==> src/rtl/core/laplace_5x5_edge_filter_core_assert.svh <==
// Assertion macros for the Laplacian edge filter core.
// Used by lef_back in rtl/core; depends on nothing else.
`ifndef LAPLACE_5X5_EDGE_FILTER_CORE_ASSERT_SVH
`define LAPLACE_5X5_EDGE_FILTER_CORE_ASSERT_SVH

// Same-cycle implication, checked on every rising clock edge outside reset.
`define LEF_ASSERT_IMP(label, clk, rst, ante, cons) \
   label: assert property (@(posedge clk) disable iff (rst) (ante) |-> (cons)) \
      else $error("lef: same-cycle check failed");

// Next-cycle implication, checked on every rising clock edge outside reset.
`define LEF_ASSERT_NEXT(label, clk, rst, ante, cons) \
   label: assert property (@(posedge clk) disable iff (rst) (ante) |=> (cons)) \
      else $error("lef: next-cycle check failed");

`endif

==> src/rtl/core/lef_pkg.sv <==
// Shared constants, codes and types of the Laplacian edge filter core.
// No dependencies; the modules in rtl/core use it by scoped names.
package lef_pkg;

   // Line store geometry
   localparam int MAX_WIDTH   = 2048;
   localparam int COL_W       = $clog2(MAX_WIDTH);
   localparam int PIX_W       = 8;
   localparam int LINE_ROWS   = 4;
   localparam int WORD_W      = LINE_ROWS * PIX_W;
   localparam int WIN_N       = 5;

   // Configuration registers
   localparam int WID_W       = 12;
   localparam int HGT_W       = 16;
   localparam int DRAIN_W     = WID_W + 1;
   localparam int CSR_IDX_W   = 2;
   localparam int CSR_DATA_W  = 16;
   localparam logic [CSR_IDX_W-1:0] REG_FRAME_WIDTH  = 2'd0;
   localparam logic [CSR_IDX_W-1:0] REG_FRAME_HEIGHT = 2'd1;
   localparam logic [WID_W-1:0] WIDTH_RESET  = 12'd640;
   localparam logic [WID_W-1:0] WIDTH_MIN    = 12'd5;
   localparam logic [WID_W-1:0] WIDTH_MAX    = WID_W'(MAX_WIDTH);
   localparam logic [HGT_W-1:0] HEIGHT_RESET = 16'd480;
   localparam logic [HGT_W-1:0] HEIGHT_MIN   = 16'd5;

   // Input operation codes
   localparam logic OP_PIXEL = 1'b0;
   localparam logic OP_FLUSH = 1'b1;

   // Filter arithmetic: 24 * centre - neighbours = 25 * centre - all 25
   localparam int CENTER_GAIN = 25;
   localparam int ROW_SUM_W   = 11;
   localparam int TOTAL_W     = 13;
   localparam int DIFF_W      = TOTAL_W + 1;
   localparam logic [PIX_W-1:0] PIX_MAX = 8'd255;

   // Command queue
   localparam int QUEUE_DEPTH = 4;
   localparam int QPTR_W      = $clog2(QUEUE_DEPTH);

   typedef logic [PIX_W-1:0] pix_type;

   // One classified word from the front to the back
   typedef struct packed {
      logic             push;
      logic             emit;
      pix_type          pixel;
      logic [COL_W-1:0] column;
   } cmd_type;

   // Frame geometry and restart strobe from the front to the back
   typedef struct packed {
      logic             restart;
      logic [WID_W-1:0] width;
      logic [HGT_W-1:0] height;
   } ctrl_type;

endpackage

==> src/rtl/core/lef_queue.sv <==
// Short command queue between the front and the back of the filter core.
// Uses lef_pkg for the command type and depth.
module lef_queue (
   input  logic             clock,
   input  logic             reset,
   input  logic             push,
   input  lef_pkg::cmd_type push_cmd,
   output logic             full,
   input  logic             pop,
   output logic             pop_valid,
   output lef_pkg::cmd_type pop_cmd
);

   lef_pkg::cmd_type          entry_ff [lef_pkg::QUEUE_DEPTH];
   logic [lef_pkg::QPTR_W-1:0] wr_ptr_ff, wr_ptr_in, rd_ptr_ff, rd_ptr_in;
   logic [lef_pkg::QPTR_W:0]   count_ff, count_in;
   logic                       do_push, do_pop;

   assign full      = count_ff == (lef_pkg::QPTR_W + 1)'(lef_pkg::QUEUE_DEPTH);
   assign pop_valid = count_ff != '0;
   assign pop_cmd   = entry_ff[rd_ptr_ff];
   assign do_push   = push && !full;
   assign do_pop    = pop && pop_valid;

   // Advance pointers and fill count
   always_comb begin
      wr_ptr_in = do_push ? wr_ptr_ff + 1'b1 : wr_ptr_ff;
      rd_ptr_in = do_pop  ? rd_ptr_ff + 1'b1 : rd_ptr_ff;
      count_in  = count_ff;
      if (do_push && !do_pop) begin
         count_in = count_ff + 1'b1;
      end else if (do_pop && !do_push) begin
         count_in = count_ff - 1'b1;
      end
   end

   always_ff @(posedge clock) begin
      if (reset) begin
         wr_ptr_ff <= '0;
         rd_ptr_ff <= '0;
         count_ff  <= '0;
      end else begin
         wr_ptr_ff <= wr_ptr_in;
         rd_ptr_ff <= rd_ptr_in;
         count_ff  <= count_in;
      end
   end

   // Store the word
   always_ff @(posedge clock) begin
      if (do_push) begin
         entry_ff[wr_ptr_ff] <= push_cmd;
      end
   end

endmodule

==> config.mk <==
export PLATFORM = sky130hd
export DESIGN_NAME = lef_queue
export DESIGN_NICKNAME = d
export VERILOG_FILES = /design/src/rtl/core/laplace_5x5_edge_filter_core_assert.svh /design/src/rtl/core/lef_pkg.sv /design/src/rtl/core/lef_queue.sv
export SDC_FILE = /design/constraint.sdc
export NUM_CORES = 1
export LEC_CHECK = 0
export ABC_AREA = 1
export ABC_CLOCK_PERIOD_IN_PS = 2400
export BUFFER_PORTS_ARGS = -buffer_cell sky130_fd_sc_hd__buf_2
export CAP_MARGIN = 15
export CORE_ASPECT_RATIO = 1.4
export CORE_MARGIN = 1.5
export CORE_UTILIZATION = 40
export CTS_CLUSTER_SIZE = 28
export DETAILED_ROUTE_END_ITERATION = 10
export PLACE_DENSITY = 0.55
export RECOVER_POWER = 25
export SKIP_CTS_REPAIR_TIMING = 1
export SLEW_MARGIN = 20
export SYNTH_ARGS = -nofsm -noshare
export SYNTH_HDL_FRONTEND = slang
export SYNTH_SLANG_ARGS = --single-unit
==> constraint.sdc <==
create_clock -name clock -period 2.4 [get_ports clock]
set_input_delay 0.12 -clock clock [delete_from_list [all_inputs] [get_ports clock]]
set_output_delay 0.12 -clock clock [all_outputs]
set_load 0.02 [all_outputs]
==> results of run 1 <==
==> through the flow <==
stage	util	setup WS, ns	hold WS [ns]
after global routing	0.484	0.426	0.0712
after detailed placement	0.447	0.568	0.342
after global placement	0.447	0.608	0.335
final	0.484	0.577	0.0567
after CTS	0.476	0.498	-0.0165
after floorplan	-	0.447	0.189
==> power breakdown <==
group,internal (mW),switching [mW],total (mW)
Combinational,0.427,0.884,1.31
Sequential,1.97,0.0841,2.06
Clock,0.694,0.531,1.23
Total,3.09,1.50,4.59
==> registers in the layout (all words and copies together) (netlist names), named ones only <==
name       count
entry_ff      84
count_ff       3
rd_ptr_ff      2
wr_ptr_ff      2
==> how the worst max path moves through the flow <==
stage / start / end / slack (ns)
2_1_floorplan: count_ff[0]$_SDFFE_PP0P_ / entry_ff[0][0]$_DFFE_PP_ / 0.45
3_3_place_gp: count_ff[0]$_SDFFE_PP0P_ / count_ff[2]$_SDFFE_PP0P_ / 0.61
3_5_place_dp: count_ff[1]$_SDFFE_PP0P_ / count_ff[1]$_SDFFE_PP0P_ / 0.57
4_1_cts: flop / pop_cmd[6] / 0.50
5_1_grt: count_ff[1]$_SDFFE_PP0P_ / count_ff[1]$_SDFFE_PP0P_ / 0.43
6_report: count_ff[1]$_SDFFE_PP0P_ / count_ff[1]$_SDFFE_PP0P_ / 0.58
==> worst reg2reg max path, cell delays in order, from the launching register on <==
cell and delay [ns]:
dfxtp_1 0.36, nor2_4 0.16, nand2_2 0.10, nand2_4 0.12
inv_4 0.05, ha_1 0.20, inv_1 0.09, fa_1 0.41
o21ai_0 0.17, nor2_1 0.06
==> routing by layer <==
layer / GRT usage / up-vias / part of all wire
li1: - / 1110 / -
met2: 0.259 / 49 / 0.52
met1: 0.167 / 1048 / 0.41
met3: 0.0261 / 12 / 0.046
met4: 0.0918 / 0 / 0.023
met5: 0 / - / 0
==> kinds of logic after synthesis <==
logic type,after synthesis,synth area share
buffers and inverters,30,0.0529
AO/OA/AOI/OAI,67,0.0997
XOR/XNOR,1,0.00237
AND/OR/NAND/NOR,76,0.0905
flip-flops,93,0.732
adder cells (fa/ha/maj),6,0.0224
==> cell type report <==
cell class / count / area [um^2]
clock buffers: 11 / 233
fillers: 798 / 4630
multi-input cells: 150 / 803
clock inverters: 5 / 26.3
well taps: 107 / 134
flip-flops and latches: 93 / 2700
inverters: 17 / 73.8
repair buffers: 65 / 377
==> placed cells by master, fill, tap and decap left out, types with 2 or more instances in the layout <==
cell / instances
clkbuf_1: 15
clkbuf_16: 9
clkinv_2: 2
a21oi_1: 3
clkinv_1: 2
nor2_1: 49
dlygate4sd3_1: 9
o21ai_0: 23
nand2_4: 3
ha_1: 5
o22ai_1: 20
nand2_1: 10
buf_2: 34
buf_4: 9
inv_1: 14
nand3_1: 4
nand2_2: 2
o21ai_1: 20
nor2_2: 6
edfxtp_1: 84
dfxtp_1: 9
==> results_dict.tcl, run 1 <==
set metrics [dict create \
    cp-start-kind "flop" \
    initial_core_util 0.411 \
    critical-path-slowest-cell "fa_1" \
    die_y_um 117 \
    place_congestion 0.768 \
    cts_buffers 9 \
    placed_cells 423 \
    powerDensity_mw_per_mm2 1060 \
    synth_edf_count 84 \
    num_vias 2219 \
    path_delay_family "adder cells" \
    worstHoldPathType "in2reg" \
    grt_pass1_wl_um 10500 \
    finalSetupTns_ns 0 \
    placed_area_mm2 0.00402 \
    htree_levels 3 \
    final_nets 367 \
    rrSetupSlack_ns 0.58 \
    r2r-end "count_ff[1]$_SDFFE_PP0P_" \
    r2r-start "count_ff[1]$_SDFFE_PP0P_" \
    syn-cell-area_mm2 0.00369 \
    fin_crit_sh 0.760 \
    ys_async_sr_fraction 0 \
    reg2regPathDepth 9 \
    synth.net_count 304 \
    synthCells 273 \
    slew_viol_final 0 \
    fin_crit_ns 1.82 \
    synth.area.top_cells "edfxtp_1 (68%), nor2_1 (5.4%), dfxtp_1 (4.9%), o22ai_1 (3.4%), o21ai_0 (3.1%)" \
    slew_headroom 0.761 \
    drive_gt1_frac 0.208 \
    clkLatencyLatePin_ns 0.33 \
    io_buffers 47 \
    rows 41 \
    diodes 0 \
    hpwlAfterDp_um 4110 \
    drv_cap 0 \
    finalHoldViolations 0 \
    core_mm2 0.00898 \
    skew_ns 0.00457 \
    antenna_found_initial 0 \
    ant_nets 0 \
    first_global_vias 2098 \
    critical_path.max_stage_delay_ns 0.41 \
    routed_via_density 4.95 \
    synth.distinct_cells 26 \
    wl_per_cell_um 15.0 \
    drt-initial-drc-count 108 \
    status "complete, no violations" \
    critPathRequiredTime_ns 2.63 \
    end_kind "flop" \
    finalSetupViolCount 0 \
    grt-ovfl-total 0 \
    io_pins 48 \
    yosysMostFrequentCell "edfxtp_1" \
    drt_wl_total_um 6700 \
    area_delta_synth_final_pct 17.8 \
    synth_top_cell_area_share 0.683 \
    drc 0 \
    ir_drop_uv 596 \
    critical_path_depth 9 \
    fin_cells 448 \
    max_freq_ghz 0.548 \
    root_buffer "clkbuf_16" \
    crit_fanout 5 \
    ys.flop_type "edfxtp_1" \
    hp-start "push_cmd[0]" \
    yosysWarningCount 0 \
    crit_chain "nor2_4 -> nand2_2 -> nand2_4 -> inv_4 -> ha_1 -> inv_1 -> fa_1 -> o21ai_0 -> nor2_1" \
    ys_ff_latch 93 \
    first_pass_iters 6 \
    yosysSeqAreaShare 0.732 \
    grtUsageTotal 0.147 \
    postSynthAreaPerCell_um2 13.5 \
    grt_max_degree 43 \
    clockBufferDepth 2 \
    ys_top_cells_by_count "edfxtp_1 (84), nor2_1 (53), o21ai_0 (23), o21ai_1 (20), o22ai_1 (20)" \
    hold-path-endpoint "entry_ff[3][0]$_DFFE_PP_" \
    critPathBufInv 2 \
    clkTransAtPathRegs_ns 0.06 \
    die_area_mm2 0.00982 \
    cts_sinks 93 \
    hold_path_depth 1 \
    worst-setup-path-type "reg2reg" \
    cts_tree "yes" \
    leakage_nw 1.58 \
    yosys.area.top_type "edfxtp_1" \
    die_w_um 84.2 \
    crit_arrival_ns 2.05 \
    worstMarginPinSlew_ns 0.357 \
    rsz0062_at_grt "no" \
    design_area_mm2 0.00435 \
    p_total_mw 4.59 \
]
(Power assumes the default switching activity.)
==> run 2, diff against run 1 <==
--- a/config.mk
+++ b/config.mk
@@ -6,7 +6,7 @@
 export NUM_CORES = 1
 export LEC_CHECK = 0
 export ABC_AREA = 1
-export ABC_CLOCK_PERIOD_IN_PS = 2400
+export ABC_CLOCK_PERIOD_IN_PS = 1700
 export BUFFER_PORTS_ARGS = -buffer_cell sky130_fd_sc_hd__buf_2
 export CAP_MARGIN = 15
 export CORE_ASPECT_RATIO = 1.4
==> constraint.sdc (replaced) <==
create_clock -name clock -period 1.7 [get_ports clock]
set_input_delay 0.085 -clock clock [delete_from_list [all_inputs] [get_ports clock]]
set_output_delay 0.085 -clock clock [all_outputs]
set_load 0.02 [all_outputs]
==> results_dict.tcl, run 2 (same netlist as run 1, synthesis figures left out) <==
set metrics [dict create \
    diodes 0 \
    routed_via_density 4.93 \
    finalHoldViolations 0 \
    drt_wl_total_um 7020 \
    die_y_um 117 \
    grt_max_degree 44 \
    first_global_vias 2195 \
    critical_path_depth 9 \
    cts_buffers 9 \
    critical-path-slowest-cell "fa_2" \
    area_delta_synth_final_pct 25.5 \
    rows 41 \
    drt-initial-drc-count 123 \
    reg2regPathDepth 9 \
    leakage_nw 1.68 \
    final_nets 386 \
    crit_arrival_ns 1.86 \
    clkLatencyLatePin_ns 0.34 \
    worstHoldPathType "in2reg" \
    cp-start-kind "flop" \
    hold_ws_ns 0.0748 \
    num_vias 2301 \
    hold_path_depth 3 \
    initial_core_util 0.411 \
    core_mm2 0.00898 \
    critPathBufInv 2 \
    io_buffers 47 \
    drive_gt1_frac 0.225 \
    slew_viol_final 0 \
    drv_cap 0 \
    max_freq_ghz 0.613 \
    end_kind "flop" \
    io_pins 48 \
    ant_nets 0 \
    grt-ovfl-total 0 \
    path_delay_family "adder cells" \
    design_area_mm2 0.00463 \
    num-fill-cells 803 \
    multi_input_area_um2 823 \
    worst-setup-path-type "reg2reg" \
    register_area_mm2 0.00271 \
    worstMarginPinSlew_ns 0.228 \
    die_area_mm2 0.00982 \
    htree_levels 3 \
    grt_pass1_wl_um 11000 \
    placed_area_mm2 0.00411 \
    skew_ns 0.00616 \
    fin_crit_ns 1.63 \
    clkTransAtPathRegs_ns 0.06 \
    crit_chain "nor2_4 -> nand2_2 -> nand2_4 -> inv_4 -> ha_4 -> inv_1 -> fa_2 -> o21ai_1 -> nor2_1" \
    place_congestion 0.740 \
    final_common_cell "edfxtp_1" \
    die_w_um 84.2 \
    cts_sinks 93 \
    drc 0 \
    finalSetupViolCount 0 \
    cts_tree "yes" \
    finalSetupTns_ns 0 \
    critical_path.max_stage_delay_ns 0.44 \
    critPathRequiredTime_ns 1.93 \
    largest_register "entry_ff" \
    top_usage_layer "met2" \
    largestRegisters "entry_ff: 84 flops, count_ff: 3 flops" \
    wl_per_cell_um 15.0 \
    grtUsageTotal 0.153 \
    ir_drop_uv 802 \
    use_met2 0.266 \
    largest_reg_flops 84 \
    hpwlAfterDp_um 4250 \
    gr-usage-met1 0.175 \
    first_pass_iters 4 \
    root_buffer "clkbuf_16" \
    status "complete, no violations" \
    fin_crit_sh 0.960 \
    crit_fanout 3 \
    antenna_found_initial 0 \
    final_cell_mix "edfxtp_1 (84), nor2_1 (49), buf_2 (32)" \
    grtUsageMet3 0.0389 \
    clockBufferDepth 2 \
    slew_headroom 0.848 \
    powerDensity_mw_per_mm2 1490 \
]
[run 2: layer usage]
metal	part of all wire	wire [um]
met3	0.034	241
met2	0.53	3710
met4	0.022	152
met1	0.41	2910
met5	0	0
[run 2: path summary, 6_finish.rpt]
path	slack, ns	to	startpoint
worst max-delay path	0.07	count_ff[1]$_SDFFE_PP0P_	count_ff[0]$_SDFFE_PP0P_
worst min-delay path	0.07	flop	pop
worst max register to register	0.07	count_ff[1]$_SDFFE_PP0P_	count_ff[0]$_SDFFE_PP0P_
worst min register to register	0.50	rd_ptr_ff[0]$_SDFFE_PP0P_	rd_ptr_ff[0]$_SDFFE_PP0P_
[run 2: final cells by class]
type	instances	share of cell area
Inverter	17	0.0178
Tap cell	107	0.0289
Multi-Input combinational cell	150	0.178
Clock buffer	12	0.0510
Clock inverter	4	0.0103
Sequential cell	93	0.584
Timing Repair Buffer	84	0.130
[run 2: through the flow]
| step | utilization | worst slack [ns] | total power, mW | std cells |
|---|---|---|---|---|
| after floorplan | - | -0.253 | 4.34 | 273 |
| after global placement | 0.458 | 0.0444 | 4.92 | 429 |
| after detailed placement | 0.458 | 0.00985 | 4.95 | 429 |
| after CTS | 0.490 | -0.0393 | 6.89 | 445 |
| after global routing | 0.516 | -0.00919 | 7.27 | 467 |
| final | 0.516 | 0.0676 | 6.89 | 467 |
[run 2: worst register-to-register path, cell delays in order (launching register included)]
cell	delay (ns)
dfxtp_2	0.33
nor2_4	0.14
nand2_2	0.08
nand2_4	0.07
inv_4	0.05
ha_4	0.15
inv_1	0.09
fa_2	0.44
o21ai_1	0.13
nor2_1	0.05
[run 2: power by group]
group          switching, mW  internal (mW)  total (mW)
Combinational           1.33          0.740        2.07
Sequential             0.102           2.79        2.89
Clock                  0.792           1.14        1.93
