`config.mk`:
```
export PLATFORM = sky130hd
export DESIGN_NAME = lef_front
export DESIGN_NICKNAME = d
export VERILOG_FILES = /design/src/rtl/core/laplace_5x5_edge_filter_core_assert.svh /design/src/rtl/core/lef_pkg.sv /design/src/rtl/core/lef_front.sv
export SDC_FILE = /design/constraint.sdc
export NUM_CORES = 1
export LEC_CHECK = 0
export BUFFER_PORTS_ARGS = -buffer_cell sky130_fd_sc_hd__buf_2
export CORE_MARGIN = 8
export CORE_UTILIZATION = 25
export CTS_BUF_LIST = sky130_fd_sc_hd__clkbuf_2 sky130_fd_sc_hd__clkbuf_4 sky130_fd_sc_hd__clkbuf_8
export CTS_CLUSTER_SIZE = 10
export DETAILED_ROUTE_END_ITERATION = 8
export PLACE_DENSITY = 0.43
export SLEW_MARGIN = 30
export SYNTH_ARGS = -nofsm -noshare
export SYNTH_HDL_FRONTEND = slang
export SYNTH_SLANG_ARGS = --single-unit
export TNS_END_PERCENT = 100
```
`constraint.sdc`:
```
create_clock -name clock -period 4.45 [get_ports clock]
set_input_delay 0.89 -clock clock [delete_from_list [all_inputs] [get_ports clock]]
set_output_delay 0.89 -clock clock [all_outputs]
set_load 0.02 [all_outputs]
```
`src/rtl/core/laplace_5x5_edge_filter_core_assert.svh`:
```
// Assertion macros for the Laplacian edge filter core.
// Used by lef_back in rtl/core; depends on nothing else.
`ifndef LAPLACE_5X5_EDGE_FILTER_CORE_ASSERT_SVH
`define LAPLACE_5X5_EDGE_FILTER_CORE_ASSERT_SVH

// Same-cycle implication, checked on every rising clock edge outside reset.
`define LEF_ASSERT_IMP(label, clk, rst, ante, cons) \
   label: assert property (@(posedge clk) disable iff (rst) (ante) |-> (cons)) \
      else $error("lef: same-cycle check failed");

// Next-cycle implication, checked on every rising clock edge outside reset.
`define LEF_ASSERT_NEXT(label, clk, rst, ante, cons) \
   label: assert property (@(posedge clk) disable iff (rst) (ante) |=> (cons)) \
      else $error("lef: next-cycle check failed");

`endif

```
`src/rtl/core/lef_pkg.sv`:
```
// Shared constants, codes and types of the Laplacian edge filter core.
// No dependencies; the modules in rtl/core use it by scoped names.
package lef_pkg;

   // Line store geometry
   localparam int MAX_WIDTH   = 2048;
   localparam int COL_W       = $clog2(MAX_WIDTH);
   localparam int PIX_W       = 8;
   localparam int LINE_ROWS   = 4;
   localparam int WORD_W      = LINE_ROWS * PIX_W;
   localparam int WIN_N       = 5;

   // Configuration registers
   localparam int WID_W       = 12;
   localparam int HGT_W       = 16;
   localparam int DRAIN_W     = WID_W + 1;
   localparam int CSR_IDX_W   = 2;
   localparam int CSR_DATA_W  = 16;
   localparam logic [CSR_IDX_W-1:0] REG_FRAME_WIDTH  = 2'd0;
   localparam logic [CSR_IDX_W-1:0] REG_FRAME_HEIGHT = 2'd1;
   localparam logic [WID_W-1:0] WIDTH_RESET  = 12'd640;
   localparam logic [WID_W-1:0] WIDTH_MIN    = 12'd5;
   localparam logic [WID_W-1:0] WIDTH_MAX    = WID_W'(MAX_WIDTH);
   localparam logic [HGT_W-1:0] HEIGHT_RESET = 16'd480;
   localparam logic [HGT_W-1:0] HEIGHT_MIN   = 16'd5;

   // Input operation codes
   localparam logic OP_PIXEL = 1'b0;
   localparam logic OP_FLUSH = 1'b1;

   // Filter arithmetic: 24 * centre - neighbours = 25 * centre - all 25
   localparam int CENTER_GAIN = 25;
   localparam int ROW_SUM_W   = 11;
   localparam int TOTAL_W     = 13;
   localparam int DIFF_W      = TOTAL_W + 1;
   localparam logic [PIX_W-1:0] PIX_MAX = 8'd255;

   // Command queue
   localparam int QUEUE_DEPTH = 4;
   localparam int QPTR_W      = $clog2(QUEUE_DEPTH);

   typedef logic [PIX_W-1:0] pix_type;

   // One classified word from the front to the back
   typedef struct packed {
      logic             push;
      logic             emit;
      pix_type          pixel;
      logic [COL_W-1:0] column;
   } cmd_type;

   // Frame geometry and restart strobe from the front to the back
   typedef struct packed {
      logic             restart;
      logic [WID_W-1:0] width;
      logic [HGT_W-1:0] height;
   } ctrl_type;

endpackage

```
`src/rtl/core/lef_front.sv`:
```
// Front end: configuration registers, input raster position and
// classification of each accepted word into a command. Uses lef_pkg.
module lef_front (
   input  logic                            clock,
   input  logic                            reset,
   input  logic                            req_valid,
   output logic                            req_ready,
   input  logic                            req_op,
   input  logic [lef_pkg::PIX_W-1:0]       req_pixel_value,
   input  logic                            csr_write_enable,
   input  logic [lef_pkg::CSR_IDX_W-1:0]   csr_index,
   input  logic [lef_pkg::CSR_DATA_W-1:0]  csr_data,
   input  logic                            queue_full,
   input  logic                            clear_busy,
   output logic                            queue_push,
   output lef_pkg::cmd_type                queue_cmd,
   output lef_pkg::ctrl_type               ctrl
);

   logic [lef_pkg::WID_W-1:0]   width_ff, width_in, width_eff;
   logic [lef_pkg::HGT_W-1:0]   height_ff, height_in, height_eff;
   logic [lef_pkg::COL_W-1:0]   in_col_ff, in_col_in;
   logic [lef_pkg::HGT_W-1:0]   in_row_ff, in_row_in;
   logic [lef_pkg::DRAIN_W-1:0] drain_ff, drain_in;
   logic                        accept, draining, due, col_wrap, drain_end, restart;
   logic [lef_pkg::WID_W-1:0]   col_next;

   // Clamp the geometry to its working range
   always_comb begin
      width_eff = width_ff;
      if (width_ff < lef_pkg::WIDTH_MIN) begin
         width_eff = lef_pkg::WIDTH_MIN;
      end else if (width_ff > lef_pkg::WIDTH_MAX) begin
         width_eff = lef_pkg::WIDTH_MAX;
      end
      height_eff = (height_ff < lef_pkg::HEIGHT_MIN) ? lef_pkg::HEIGHT_MIN : height_ff;
   end

   // Classify the current word
   assign req_ready = !queue_full && !clear_busy;
   assign accept    = req_valid && req_ready;
   assign draining  = in_row_ff >= height_eff;
   assign due       = (in_row_ff > 16'd2) || ((in_row_ff == 16'd2) && (in_col_ff >= 11'd2));
   assign col_next  = {1'b0, in_col_ff} + 12'd1;
   assign col_wrap  = col_next >= width_eff;
   assign drain_end = drain_ff == {width_eff, 1'b1};
   assign restart   = csr_write_enable &&
                      ((csr_index == lef_pkg::REG_FRAME_WIDTH) ||
                       (csr_index == lef_pkg::REG_FRAME_HEIGHT));

   assign queue_push       = accept && (draining || (req_op == lef_pkg::OP_PIXEL));
   assign queue_cmd.push   = !draining;
   assign queue_cmd.emit   = draining || due;
   assign queue_cmd.pixel  = req_pixel_value;
   assign queue_cmd.column = in_col_ff;

   assign ctrl.restart = restart;
   assign ctrl.width   = width_eff;
   assign ctrl.height  = height_eff;

   // Advance the raster position and the drain count
   always_comb begin
      width_in  = width_ff;
      height_in = height_ff;
      in_col_in = in_col_ff;
      in_row_in = in_row_ff;
      drain_in  = drain_ff;
      if (restart) begin
         if (csr_index == lef_pkg::REG_FRAME_WIDTH) begin
            width_in = csr_data[lef_pkg::WID_W-1:0];
         end else begin
            height_in = csr_data;
         end
         in_col_in = '0;
         in_row_in = '0;
         drain_in  = '0;
      end else if (accept) begin
         if (draining) begin
            if (drain_end) begin
               in_col_in = '0;
               in_row_in = '0;
               drain_in  = '0;
            end else begin
               drain_in = drain_ff + 13'd1;
            end
         end else if (req_op == lef_pkg::OP_PIXEL) begin
            if (col_wrap) begin
               in_col_in = '0;
               in_row_in = in_row_ff + 16'd1;
            end else begin
               in_col_in = col_next[lef_pkg::COL_W-1:0];
            end
         end
      end
   end

   always_ff @(posedge clock) begin
      if (reset) begin
         width_ff  <= lef_pkg::WIDTH_RESET;
         height_ff <= lef_pkg::HEIGHT_RESET;
         in_col_ff <= '0;
         in_row_ff <= '0;
         drain_ff  <= '0;
      end else begin
         width_ff  <= width_in;
         height_ff <= height_in;
         in_col_ff <= in_col_in;
         in_row_ff <= in_row_in;
         drain_ff  <= drain_in;
      end
   end

endmodule

```
==> flow_summary.toml, run 1 <==
[worst_setup_path]
cp-start-kind = "flop"
cp_slowest_stage_delay_ns = 0.40
r2r_start = "in_col_ff[0]"
worst-path-buf-inv = 1
r2r_slack_ns = 0.66
reg2reg_to = "in_row_ff[12]"
crit_chain = "nor4_1 -> nand4_1 -> nor4_2 -> or2_2 -> ha_1 -> nand2b_1 -> a211oi_1 -> o21ai_0 -> a41o_4 -> or3_1 -> buf_2"
crit_path_end = "queue_cmd[19]"
cp.required_ns = 3.56
ff2ff_path_depth = 15
cp_slowest_cell = "or3_1"
critPathCaptureType = "output port"
setup.worst_path.class = "reg2out"
crit_family = "simple AND/OR/NAND/NOR gates"
critical_path_arrival_ns = 3.22
critical_path_cell_count = 11
critPathLaunch = "height_ff[14]"
crit_fanout = 17

[placed_design]
port_buffers = 68
dpl_cell_area_um2 = 5130
gp_congestion = 0.893
dp_hpwl_um = 12000

[synthesis]
syn_inst = 617
syn_area_um2 = 4660
synth_edf_count = 0
ys.flop_type = "dfxtp_1"
synth-seq-area-share_pct = 29.2
synth-seq-cells = 68
yosys_warnings = 0
synth_nets = 683
synth.distinct_cells = 62
async_flop_share_pct = 0
syn_avg_cell_area_um2 = 7.55

[finish]
area_growth_syn_to_layout_pct = 15.2
fillers = 2027
final_common_cell = "nand2_1"
drive_gt1_share_pct = 17.1
fin_nets = 722
final_cell_mix = "nand2_1 (87), dfxtp_1 (68), buf_2 (68), inv_1 (44), nor2_1 (43)"
final_area_um2 = 5370

[power]
p_leak_nw = 2.32
vdd_drop_max_uv = 155
powerDensity_nw_per_um2 = 246
finalPower_mw = 1.32

[global_routing]
grt-busiest-layer = "met2"
antenna_found_initial = 1
grt_usage_pct = 13.4
gr-usage-met1_pct = 17.5
grt_pass1_vias = 4541
grt_max_degree = 31
grt_first_pass_wirelength_um = 25000
grtUsageMet2_pct = 20.9
grt_use_met3_pct = 4.14
grt_remaining_overflow = 0

[timing]
post-route-period-util_pct = 92.3
finalCriticalPeriod_ns = 4.11
clock.fmax_mhz = 244
fin_setup_tns_ns = 0
hold_violations = 0
rsz0062_at_grt = "false"
slew_viol_final = 0
slew_headroom_pct = 46.1
fin_skew_ns = 0.0159
setup_viol = 0
tightest_slew_ns = 0.807

[floorplanning]
core_area_um2 = 18500
pin_count = 85
die_area_um2 = 23200
fp.dieH_um = 152
die_w_um = 152
initial_utilization_pct = 25.1
rows = 50

[run_status]
status = "complete, no violations"

[cts]
cts_root_buf = "clkbuf_8"
clkTransAtPathRegs_ns = 0.09
htreeDepth = 3
cts.sinks = 68
insertion_delay_ns = 0.36
cts_tree = "done"
clockBufferDepth = 2
numCtsBuffers = 9
hold_buffers = 0

[run]
max-cap-violations = 0

[route]
vias = 4529
drt_first_pass_iters = 5
antenna_left = 0
vias_per_cell = 5.05
drc = 0
post_drt_wl_per_cell_um = 17.1
first_iter_violations = 291
drt_wl_total_um = 15400

[worst_hold_path]
min_path_type = "reg2reg"
==> how the worst min path moves through the flow <==
stage            startpoint           end  slack, ns  cells after the start
2_1_floorplan  height_ff[0]  height_ff[0]       0.44                      2
3_3_place_gp   height_ff[0]  height_ff[0]       0.46                      2
3_5_place_dp   height_ff[0]  height_ff[0]       0.46                      2
4_1_cts        height_ff[0]  height_ff[0]       0.47                      2
5_1_grt        height_ff[0]  height_ff[0]       0.51                      2
6_report       height_ff[0]  height_ff[0]       0.47                      2
==> area by class of cell <==
type,count,area [um^2],share of cell area [%]
multi-input cells,454,2910,54.3
flip-flops and latches,68,1360,25.4
repair buffers,78,415,7.74
well taps,234,293,5.46
inverters,45,173,3.22
clock buffers,10,138,2.57
clock inverters,6,71.3,1.33
diodes,1,2.50,0.0466
==> stage by stage <==
stage	util [%]	cells	hold WS, ns	setup slack [ns]
2_1_floorplan	-	617	0.441	0.598
3_3_place_gp	27.7	879	0.465	0.429
3_5_place_dp	27.7	879	0.461	0.401
4_1_cts	28.9	895	0.474	0.140
5_1_grt	29.0	896	0.505	0.126
6_report	29.0	896	0.470	0.345
==> logic make-up after synthesis <==
group                    after synthesis  synth area share [%]
AND/OR/NAND/NOR                      270                  29.2
AO/OA/AOI/OAI                        126                  19.4
buffers and inverters                 95                  8.60
flip-flops                            68                  29.2
adder cells (fa/ha/maj)               33                  8.87
XOR/XNOR                              23                  4.33
multiplexers                           2                 0.430
==> per-layer routing <==
layer,part of all wire (%),up-vias
met3,6.5,18
li1,-,2250
met4,1.4,0
met1,48,2121
met5,0,-
met2,44,140
==> sequential cells by signal (all words and copies together), names as in the netlist <==
signal and cells:
height_ff 16, width_ff 12, in_col_ff 11, in_row_ff 16
drain_ff 13
==> where the power goes <==
group / switching, mW / internal (mW)
sequential: 0.0118 / 0.618
clock: 0.273 / 0.278
combinational: 0.0921 / 0.0478
total: 0.377 / 0.943
==> synth_stat cells, types with 2 or more instances <==
| library cell | n | area share (%) |
|---|---|---|
| a2111o_1 | 2 | 0.48 |
| a211o_1 | 14 | 2.6 |
| a211oi_1 | 5 | 0.81 |
| a21oi_1 | 36 | 3.9 |
| a221o_1 | 2 | 0.43 |
| a221oi_1 | 7 | 1.3 |
| a311oi_1 | 3 | 0.56 |
| a31oi_1 | 6 | 0.81 |
| and2_1 | 3 | 0.40 |
| and3_1 | 17 | 2.3 |
| buf_4 | 9 | 1.5 |
| clkbuf_1 | 38 | 3.1 |
| dfxtp_1 | 68 | 29 |
| ha_1 | 33 | 8.9 |
| inv_1 | 45 | 3.6 |
| mux2i_1 | 2 | 0.43 |
| nand2_1 | 87 | 7.0 |
| nand2b_1 | 8 | 1.1 |
| nand3_1 | 22 | 2.4 |
| nand3b_1 | 3 | 0.48 |
| nand4_1 | 16 | 2.2 |
| nor2_1 | 43 | 3.5 |
| nor2b_1 | 6 | 0.81 |
| nor3_1 | 17 | 1.8 |
| nor4_1 | 23 | 3.1 |
| nor4bb_1 | 2 | 0.43 |
| o211a_1 | 5 | 1.1 |
| o211ai_1 | 3 | 0.48 |
| o21a_1 | 8 | 1.3 |
| o21ai_0 | 17 | 1.8 |
| o21ai_1 | 2 | 0.22 |
| o22a_1 | 2 | 0.38 |
| or2_2 | 8 | 1.1 |
| or3_1 | 4 | 0.54 |
| or4_1 | 2 | 0.32 |
| or4_4 | 2 | 0.48 |
| xnor2_1 | 18 | 3.4 |
| xor2_1 | 5 | 0.94 |
==> worst register-to-register path, delay by kind of cell, from the launching register on <==
| kind | cells | cell delay [ns] |
|---|---|---|
| adder cells (fa/ha/maj) | 2 | 0.56 |
| AO/OA/AOI/OAI | 5 | 0.96 |
| buffers and inverters | 1 | 0.22 |
| AND/OR/NAND/NOR | 6 | 1.36 |
| XOR/XNOR | 1 | 0.17 |
| flip-flops | 1 | 0.44 |
==> timing repair <==
action / CTS / global route
setup endpoints to repair: 1 / 2
setup buffers: 0 / 0
gates resized for setup: 2 / 2
Note: power is estimated with default switching activity, not from simulation.
==> run 2: changes to the inputs <==
--- a/config.mk
+++ b/config.mk
@@ -5,7 +5,7 @@
 export SDC_FILE = /design/constraint.sdc
 export NUM_CORES = 1
 export LEC_CHECK = 0
-export BUFFER_PORTS_ARGS = -buffer_cell sky130_fd_sc_hd__buf_2
+export BUFFER_PORTS_ARGS = -buffer_cell sky130_fd_sc_hd__buf_4
 export CORE_MARGIN = 8
 export CORE_UTILIZATION = 25
 export CTS_BUF_LIST = sky130_fd_sc_hd__clkbuf_2 sky130_fd_sc_hd__clkbuf_4 sky130_fd_sc_hd__clkbuf_8
==> constraint.sdc (replaced) <==
create_clock -name clock -period 3.8 [get_ports clock]
set_input_delay 0.76 -clock clock [delete_from_list [all_inputs] [get_ports clock]]
set_output_delay 0.76 -clock clock [all_outputs]
set_load 0.02 [all_outputs]
==> flow_summary.toml, run 2 (synthesis gave the netlist of run 1 again) <==
[timing]
fin_skew_ns = 0.0109
rsz0062_at_grt = "true"
clock.fmax_mhz = 274
setup_viol = 0
fin_hold_ws_ns = 0.495
tightest_slew_ns = 0.734
slew_headroom_pct = 51.1
slew_viol_final = 0
hold_violations = 0
post-route-period-util_pct = 96.0
finalCriticalPeriod_ns = 3.65
finalWorstSetupSlack_ns = 0.153

[finish]
reg_top3 = "height_ff (16), in_row_ff (16), drain_ff (13)"
final_cell_mix = "buf_4 (97), nand2_1 (87), dfxtp_1 (66), inv_1 (45), nor2_1 (43)"
final_area_um2 = 5810
fin_nets = 743
final_common_cell = "buf_4"
fillers = 2020
final_cell_count_no_fill = 917
drive_gt1_share_pct = 21.7
area_growth_syn_to_layout_pct = 24.7

[global_routing]
antenna_found_initial = 1
grt_max_degree = 31
grt_remaining_overflow = 0
grt_usage_pct = 13.6
grt_pass1_vias = 4578
grt_first_pass_wirelength_um = 25300

[floorplanning]
rows = 50
die_area_um2 = 23200
core_area_um2 = 18500
fp.dieH_um = 152
initial_utilization_pct = 25.1
pin_count = 85
die_w_um = 152

[power]
pwr-share-seq_pct = 44.4
finalPower_mw = 1.65
combPwrFrac_pct = 11.8
p_sw_uw = 457
clkPwrFrac_pct = 43.8
p_leak_nw = 2.50
vdd_drop_max_uv = 155
p_sw_share_pct = 27.6
intPower_mw = 1.20
powerDensity_nw_per_um2 = 285

[worst_setup_path]
setup.worst_path.class = "reg2out"
cp-start-kind = "flop"
crit_chain = "nor4_4 -> nand4_1 -> nor4_4 -> or2_4 -> ha_4 -> nand2b_4 -> a211oi_2 -> o21ai_1 -> a41o_1 -> or3_4 -> buf_6"
critical_path_arrival_ns = 2.89
cp_slowest_stage_delay_ns = 0.39
path_common_cell = "nor4_4"
critPathCaptureType = "output port"
cp_slowest_cell = "or3_4"
worst-path-buf-inv = 1
crit_fanout = 3
crit_family = "simple AND/OR/NAND/NOR gates"
cp.required_ns = 3.04

[placed_design]
post-place-ws_ns = 0.157
dp_cells = 892
port_buffers = 68
dp_hpwl_um = 12300
dpl_cell_area_um2 = 5400
gp_congestion = 0.862

[worst_hold_path]
min_path_type = "reg2reg"

[cts]
htreeDepth = 3
cts_tree = "done"
cts.sinks = 68
cts_root_buf = "clkbuf_8"
numCtsBuffers = 9
insertion_delay_ns = 0.37
clockBufferDepth = 2
clkTransAtPathRegs_ns = 0.08

[route]
post_drt_wl_per_cell_um = 17.3
vias_per_cell = 5.01
drc = 0
vias = 4597
drt_first_pass_iters = 4
antenna_left = 0
route.met3.wl_um = 758
first_iter_violations = 272
drt_wl_total_um = 15800
top_layer_used = "met4"
wl_met2_um = 7240
wl_met1_um = 7690

[run_status]
status = "complete, no violations"

[run]
max-cap-violations = 0
-- run 2: path summary, 6_finish.rpt --
check | from | slack (ns) | end | cells after the start
worst max register to register | in_col_ff[1] | 0.27 | in_row_ff[12] | 15
worst min register to register | height_ff[0] | 0.49 | height_ff[0] | 2
worst min-delay path | height_ff[0] | 0.49 | height_ff[0] | 2
worst max-delay path | height_ff[4] | 0.15 | queue_cmd[19] | 11
-- run 2: power by group through the flow --
stage	combinational, mW	clock [mW]	sequential (mW)
finish	0.195	0.724	0.734
CTS	0.194	0.753	0.733
detailed placement	0.189	0	0.750
floorplan	0.117	0	0.750
global route	0.215	0.777	0.736
global placement	0.189	0	0.750
-- run 2: layout make-up --
| type | count | area [um^2] | share of cell area (%) |
|---|---|---|---|
| sequential | 68 | 1370 | 23.5 |
| timing repair buffer | 99 | 751 | 12.9 |
| antenna | 1 | 2.50 | 0.0431 |
| clock buffer | 10 | 138 | 2.37 |
| inverter | 45 | 169 | 2.91 |
| multi-input combinational | 454 | 2990 | 51.5 |
| tap | 234 | 293 | 5.04 |
| clock inverter | 6 | 95.1 | 1.64 |
-- run 2: routing by layer --
metal / up-vias / GRT usage [%]
met4: 0 / 4.15
met5: - / 0
met2: 104 / 21.6
met1: 2180 / 17.3
met3: 12 / 3.97
li1: 2301 / -
-- run 2: per-stage QoR --
step / TNS [ns] / util [%]
5_1_grt: -0.169 / 31.4
2_1_floorplan: 0 / -
3_5_place_dp: 0 / 29.2
6_report: 0 / 31.4
4_1_cts: 0 / 30.9
3_3_place_gp: 0 / 29.2
-- run 2: repair_timing --
action,CTS,global route
pin swaps,9,7
cloned,0,0
resized for setup,14,10
hold buffers,0,0
hold endpoints to repair,0,0
setup endpoints to repair,3,13
setup buffers,3,5
-- run 2: worst register-to-register path: cells and delay by family, from the launching register on --
kind	cells	cell delay [ns]
AOI/OAI and AO/OA	5	0.93
adders and majority gates	1	0.30
buffers and inverters	2	0.31
DFF	1	0.32
and+or+nand+nor	7	1.56
